===== src/sv/rmts_pkg.sv =====
// Shared types and constants for the rate-monotonic tick scheduler.
// No dependencies; used by rmts_cell and rate_monotonic_tick_scheduler.
`default_nettype none
package rmts_pkg;

    localparam int NUM_SLOTS = 8;                       // slots that take part
    localparam int SLOT_CAP  = 8;                       // registers on the config port
    localparam int IDX_W     = $clog2(SLOT_CAP);        // slot index / config index
    localparam int WORD_W    = 16;                      // task word
    localparam int VAL_W     = 8;                       // period, exec time, counters
    localparam int SLOT_W    = 4;                       // running_slot field
    localparam int SCAN_W    = $clog2(NUM_SLOTS + 1);   // scan cycle counter

    // best-candidate token walking down the chain
    typedef struct packed {
        logic             found;
        logic [IDX_W-1:0] idx;
        logic [VAL_W-1:0] period;
    } token_t;

    // broadcast control from the sequencer to every cell
    typedef struct packed {
        logic             arrive;
        logic             restart;
        logic             commit;
        logic [IDX_W-1:0] win_idx;
    } cell_ctrl_t;

endpackage
`default_nettype wire


===== src/sv/rate_monotonic_tick_scheduler.sv =====
// Top level: tick sequencer, output register and the chain of slot cells.
// Depends on rmts_pkg and rmts_cell.
//
//   channel   direction  ports
//   s_        in         s_valid, s_ready, s_restart
//   m_        out        m_valid, m_ready, m_running_slot, m_miss_mask
//   cfg_      in         cfg_we, cfg_index, cfg_wdata (write only)
//
// In a tick, the accept edge applies restart and arrivals in every cell,
// the selection token then walks the cell chain one cell per cycle, and the
// commit state charges the winner and loads the output.
// One tick at a time; s_ready is high only while the sequencer is idle.
// A held result stalls the commit step until m_ready takes it.
// aresetn is synchronous and clears config words and all job state.
`default_nettype none
module rate_monotonic_tick_scheduler (
    input  wire                        aclk,
    input  wire                        aresetn,
    input  wire                        cfg_we,
    input  wire [rmts_pkg::IDX_W-1:0]  cfg_index,
    input  wire [rmts_pkg::WORD_W-1:0] cfg_wdata,
    input  wire                        s_valid,
    output logic                       s_ready,
    input  wire                        s_restart,
    output logic                       m_valid,
    input  wire                        m_ready,
    output logic [rmts_pkg::SLOT_W-1:0]   m_running_slot,
    output logic [rmts_pkg::SLOT_CAP-1:0] m_miss_mask
);

    localparam logic [1:0] ST_IDLE   = 2'd0;
    localparam logic [1:0] ST_SCAN   = 2'd1;
    localparam logic [1:0] ST_COMMIT = 2'd2;

    logic [1:0]                    state_reg, state_next;
    logic [rmts_pkg::SCAN_W-1:0]   scan_reg, scan_next;
    logic                          m_valid_reg, m_valid_next;
    logic [rmts_pkg::SLOT_W-1:0]   slot_reg, slot_next;
    logic [rmts_pkg::SLOT_CAP-1:0] mask_reg, mask_next;

    rmts_pkg::token_t              chain [rmts_pkg::NUM_SLOTS+1];
    logic [rmts_pkg::NUM_SLOTS-1:0] miss_bits;
    rmts_pkg::cell_ctrl_t          ctrl;
    logic                          accept, commit_ok;
    rmts_pkg::token_t              best;

    assign s_ready   = (state_reg == ST_IDLE);
    assign accept    = s_valid && s_ready;
    assign best      = chain[rmts_pkg::NUM_SLOTS];
    assign commit_ok = (state_reg == ST_COMMIT) && (!m_valid_reg || m_ready);

    always_comb begin
        ctrl.arrive  = accept;
        ctrl.restart = accept && s_restart;
        ctrl.commit  = commit_ok && best.found;
        ctrl.win_idx = best.idx;
    end

    assign chain[0] = '0;

    genvar k;
    generate
        for (k = 0; k < rmts_pkg::NUM_SLOTS; k++) begin : g_cell
            rmts_cell u_cell (
                .aclk      (aclk),
                .aresetn   (aresetn),
                .slot_idx  (rmts_pkg::IDX_W'(k)),
                .cfg_we    (cfg_we && (cfg_index == rmts_pkg::IDX_W'(k))),
                .cfg_wdata (cfg_wdata),
                .ctrl      (ctrl),
                .token_in  (chain[k]),
                .token_out (chain[k+1]),
                .miss      (miss_bits[k])
            );
        end
    endgenerate

    always_comb begin
        state_next   = state_reg;
        scan_next    = scan_reg;
        m_valid_next = m_valid_reg;
        slot_next    = slot_reg;
        mask_next    = mask_reg;
        if (m_valid_reg && m_ready) begin
            m_valid_next = 1'b0;
        end
        unique case (state_reg)
            ST_IDLE: begin
                if (accept) begin
                    state_next = ST_SCAN;
                    scan_next  = '0;
                end
            end
            ST_SCAN: begin
                // token reaches the chain end as the last scan step hands over to commit
                if (scan_reg == rmts_pkg::SCAN_W'(rmts_pkg::NUM_SLOTS - 1)) begin
                    state_next = ST_COMMIT;
                end else begin
                    scan_next = scan_reg + 1'b1;
                end
            end
            ST_COMMIT: begin
                if (commit_ok) begin
                    state_next   = ST_IDLE;
                    m_valid_next = 1'b1;
                    slot_next    = best.found
                                 ? rmts_pkg::SLOT_W'(best.idx) + 1'b1
                                 : '0;
                    mask_next    = rmts_pkg::SLOT_CAP'(miss_bits);
                end
            end
            default: begin
                state_next = ST_IDLE;
            end
        endcase
    end

    always_ff @(posedge aclk) begin
        if (!aresetn) begin
            state_reg   <= ST_IDLE;
            scan_reg    <= '0;
            m_valid_reg <= 1'b0;
        end else begin
            state_reg   <= state_next;
            scan_reg    <= scan_next;
            m_valid_reg <= m_valid_next;
        end
    end

    always_ff @(posedge aclk) begin
        slot_reg <= slot_next;
        mask_reg <= mask_next;
    end

    assign m_valid        = m_valid_reg;
    assign m_running_slot = slot_reg;
    assign m_miss_mask    = mask_reg;

endmodule
`default_nettype wire


===== src/sv/rmts_cell.sv =====
// One task slot: config word, remaining work, arrival countdown, miss flag,
// and one stage of the priority-selection chain. Depends on rmts_pkg.
`default_nettype none
module rmts_cell (
    input  wire                        aclk,
    input  wire                        aresetn,
    input  wire [rmts_pkg::IDX_W-1:0]  slot_idx,
    input  wire                        cfg_we,
    input  wire [rmts_pkg::WORD_W-1:0] cfg_wdata,
    input  rmts_pkg::cell_ctrl_t       ctrl,
    input  rmts_pkg::token_t           token_in,
    output rmts_pkg::token_t           token_out,
    output logic                       miss
);

    logic [rmts_pkg::WORD_W-1:0] word_reg;
    logic [rmts_pkg::VAL_W-1:0]  work_reg, work_next;
    logic [rmts_pkg::VAL_W-1:0]  cnt_reg, cnt_next;
    logic                        miss_reg, miss_next;
    rmts_pkg::token_t            token_reg, token_next;

    logic [rmts_pkg::VAL_W-1:0]  period, exec_time, work_cur, cnt_cur;
    logic                        active, take;

    assign period    = word_reg[rmts_pkg::WORD_W-1:rmts_pkg::VAL_W];
    assign exec_time = word_reg[rmts_pkg::VAL_W-1:0];
    assign active    = (period != '0) && (exec_time != '0);
    assign work_cur  = ctrl.restart ? '0 : work_reg;
    assign cnt_cur   = ctrl.restart ? '0 : cnt_reg;

    always_comb begin
        work_next = work_reg;
        cnt_next  = cnt_reg;
        miss_next = miss_reg;
        if (ctrl.arrive) begin
            miss_next = 1'b0;
            if (!active) begin
                work_next = '0;
                cnt_next  = '0;
            end else if (cnt_cur == '0) begin
                miss_next = (work_cur != '0);   // previous job replaced
                work_next = exec_time;
                cnt_next  = period - 1'b1;
            end else begin
                work_next = work_cur;
                cnt_next  = cnt_cur - 1'b1;
            end
        end else if (ctrl.commit && (ctrl.win_idx == slot_idx)) begin
            work_next = work_reg - 1'b1;
        end
    end

    // strict less-than keeps the lower slot on ties
    assign take = (work_reg != '0) && (!token_in.found || (period < token_in.period));

    always_comb begin
        token_next = token_in;
        if (take) begin
            token_next.found  = 1'b1;
            token_next.idx    = slot_idx;
            token_next.period = period;
        end
    end

    always_ff @(posedge aclk) begin
        if (!aresetn) begin
            word_reg  <= '0;
            work_reg  <= '0;
            cnt_reg   <= '0;
            miss_reg  <= 1'b0;
            token_reg <= '0;
        end else begin
            if (cfg_we) begin
                word_reg <= cfg_wdata;
            end
            work_reg  <= work_next;
            cnt_reg   <= cnt_next;
            miss_reg  <= miss_next;
            token_reg <= token_next;
        end
    end

    assign token_out = token_reg;
    assign miss      = miss_reg;

endmodule
`default_nettype wire

===== config.mk =====
export PLATFORM = sky130hd
export DESIGN_NAME = rate_monotonic_tick_scheduler
export DESIGN_NICKNAME = d
export VERILOG_FILES = /design/src/sv/rmts_pkg.sv /design/src/sv/rate_monotonic_tick_scheduler.sv /design/src/sv/rmts_cell.sv
export SDC_FILE = /design/constraint.sdc
export NUM_CORES = 1
export LEC_CHECK = 0
export BUFFER_PORTS_ARGS = -buffer_cell sky130_fd_sc_hd__buf_2
export CAP_MARGIN = 20
export CORE_MARGIN = 5
export CORE_UTILIZATION = 51
export DETAILED_ROUTE_END_ITERATION = 16
export PLACE_DENSITY_LB_ADDON = 0.1
export SYNTH_ARGS = -nofsm -noshare
export SYNTH_HDL_FRONTEND = slang
export SYNTH_SLANG_ARGS = --single-unit

===== constraint.sdc =====
create_clock -name aclk -period 3.1 [get_ports aclk]
set_clock_uncertainty 0.15 [all_clocks]
set_input_delay 0.155 -clock aclk [delete_from_list [all_inputs] [get_ports aclk]]
set_output_delay 0.155 -clock aclk [all_outputs]
set_load 0.05 [all_outputs]

==> results.json <==
{
  "status": "finished, final reports clean",
  "p_leak_nw": 7.60,
  "synth_area_sq_mm": 0.0180,
  "total_power_mw": 11.5,
  "fp-row-count": 68,
  "seq_area_frac_synth": 0.412,
  "start_util": 0.519,
  "grt_pass1_wl_microns": 85500,
  "vias_per_cell": 5.98,
  "min_from": "cfg_index[0]",
  "synth_edf_count": 12,
  "relSlewSlack": 0.447,
  "cts_tree": "done",
  "cp_max_fo": 18,
  "slew_viol_final": 0,
  "critical_path_class": "flop to flop",
  "ys_async_sr_fraction": 0,
  "r2r_setup_slack_ns": 0.16,
  "io_pins": 39,
  "min_path_type": "primary input to flop",
  "hold_viol": 0,
  "dpl_cell_area_sq_mm": 0.0187,
  "final_cell_area_sq_mm": 0.0201,
  "die_h_microns": 198,
  "drtIter0Drc": 1265,
  "critPathLaunch": "state_reg[0]",
  "syn_nets": 2333,
  "finalCritPeriodShare": 0.950,
  "synth_top_area_frac": 0.392,
  "peakVddDrop_uv": 669,
  "grt-ovfl-total": 0,
  "totalWireLength_microns": 53800,
  "synth_area_leaders": "dfxtp_1, nand2_1, a21oi_1",
  "vias": 16400,
  "ys.flop_type": "dfxtp_1",
  "finalSetupViolations": 0,
  "core_sq_mm": 0.0346,
  "grt_start_max_net_pins": 90,
  "largest_reg_flops": 128,
  "grt_pass1_vias": 15800,
  "yosysUniqueCellTypes": 82,
  "grt_setup_unrepaired": "no",
  "cts_root_buffer": "clkbuf_16",
  "yosys.area.top_type": "dfxtp_1",
  "place_hpwl_microns": 37200,
  "grt_usage": 0.270,
  "die-area_sq_mm": 0.0391,
  "ant_nets": 0,
  "dr.pass1.iters": 5,
  "antenna_found_initial": 2,
  "tightest_slew_ns": 0.828,
  "cellPowerDensity_mw_per_mm2": 569,
  "port_buffers": 38,
  "place_congestion": 0.932,
  "crit_path_end_kind": "flop",
  "cp-start-kind": "flop",
  "critical_path_required_ns": 3.38,
  "final_nets": 2364,
  "n_fill_cell": 3194,
  "r2r-start": "state_reg[0]",
  "period_needed_ns": 2.94,
  "clk_latency_ns": 0.54,
  "clock.fmax_ghz": 0.340,
  "synth_area_per_cell_sq_um": 8.04,
  "ys_warn_count": 0,
  "ys_ff_latch": 364,
  "max_cap_violations": 0,
  "drcViolationCount": 0,
  "netlist_instances": 2235,
  "clk_pin_slew_ns": 0.06,
  "htree_levels": 2,
  "area_growth_syn_to_layout_pct": 12.2,
  "cts_buffer_depth": 3,
  "die_x_microns": 198,
  "wl_per_cell_microns": 19.6,
  "drive_gt1_frac": 0.0898,
  "numCtsBuffers": 40,
  "fin_setup_tns_ns": 0,
  "worst-endpoint-arrival_ns": 3.23,
  "cts.sinks": 364
}
## Yosys cell counts (29+ instances only)
library cell  number
nand2_1          438
dfxtp_1          352
a21oi_1          248
nor2_1           166
o21ai_0          101
inv_1             91
clkbuf_1          73
ha_1              73
nor3_1            59
mux2i_1           58
nand3_1           52
a22oi_1           48
a22o_1            30
nor4_1            29
## through the flow
stage          std cells  utilization  setup WS (ns)  hold WS [ns]
2_1_floorplan       2235            -          0.325         0.249
3_3_place_gp        2660        0.539          0.248         0.264
3_5_place_dp        2661        0.540          0.198         0.266
4_1_cts             2748        0.582          0.187        0.0712
5_1_grt             2749        0.582         0.0319         0.115
6_report            2749        0.582          0.156         0.102
## report_power, final
| group | leakage [nW] | internal (mW) | switching, mW |
|---|---|---|---|
| Clock | 0.630 | 2.75 | 1.94 |
| Sequential | 2.95 | 4.88 | 0.179 |
| Combinational | 4.02 | 0.666 | 1.04 |
## cell usage in the layout, fill, tap and decap left out, types with 16 or more instances in the layout
cell | synthesis | final
xnor2_1 | 21 | 21
mux2i_1 | 58 | 58
a32o_1 | 23 | 23
o22ai_1 | 18 | 18
nand3_1 | 52 | 52
a21oi_1 | 248 | 248
buf_4 | 1 | 51
or3_1 | 16 | 16
nor2_1 | 166 | 164
a22oi_1 | 48 | 48
a31oi_1 | 17 | 17
and2_1 | 18 | 18
inv_1 | 91 | 90
xor2_1 | 17 | 17
nand2_1 | 438 | 438
a22o_1 | 30 | 30
dfxtp_1 | 352 | 352
nor4_1 | 29 | 29
o21ai_0 | 101 | 100
nor3_1 | 59 | 59
ha_1 | 73 | 73
clkbuf_16 | 0 | 42
buf_2 | 16 | 37
dlygate4sd3_1 | 0 | 18
## critical path, cell delays in order, from the launching register on
cell and delay (ns):
dfxtp_1 0.46, and4bb_2 0.50, a31o_2 0.37, a22oi_1 0.20, ha_1 0.28, o221ai_1 0.21, or3_1 0.41, a32o_1 0.24
## metal layers
metal | wire length, microns | track usage
met5 | 0 | 0
met4 | 2540 | 0.120
met3 | 2720 | 0.0304
met2 | 25500 | 0.458
met1 | 23000 | 0.349
## layout make-up
cell class,instances,area (sq um),share of cell area
Timing Repair Buffer,110,820,0.0407
Clock inverter,15,133,0.00658
Tap cell,455,569,0.0283
Multi-Input combinational cell,1659,9720,0.483
Clock buffer,54,1150,0.0569
Sequential cell,364,7410,0.368
Inverter,91,347,0.0172
Antenna cell,1,2.50,0.000124
## timing repair
| item | CTS | global route |
|---|---|---|
| hold endpoints to repair | 130 | 0 |
| resized for setup | 0 | 0 |
| hold buffers | 18 | 0 |
| setup buffers | 0 | 0 |
## logic make-up after synthesis
group / share of synthesized area
simple gates: 0.221
compound gates: 0.215
flops: 0.412
buf+inv: 0.0481
fa+ha+maj: 0.0509
mux: 0.0336
xor+xnor: 0.0185
## path summary, 6_finish.rpt
check                           cells after the start                           end
worst max-delay path                                7   g_cell[4].u_cell.cnt_reg[6]
worst min-delay path                                5  g_cell[2].u_cell.word_reg[5]
worst max register to register                      7   g_cell[4].u_cell.cnt_reg[6]
worst min register to register                      0                m_miss_mask[7]
(Power assumes the default switching activity.)
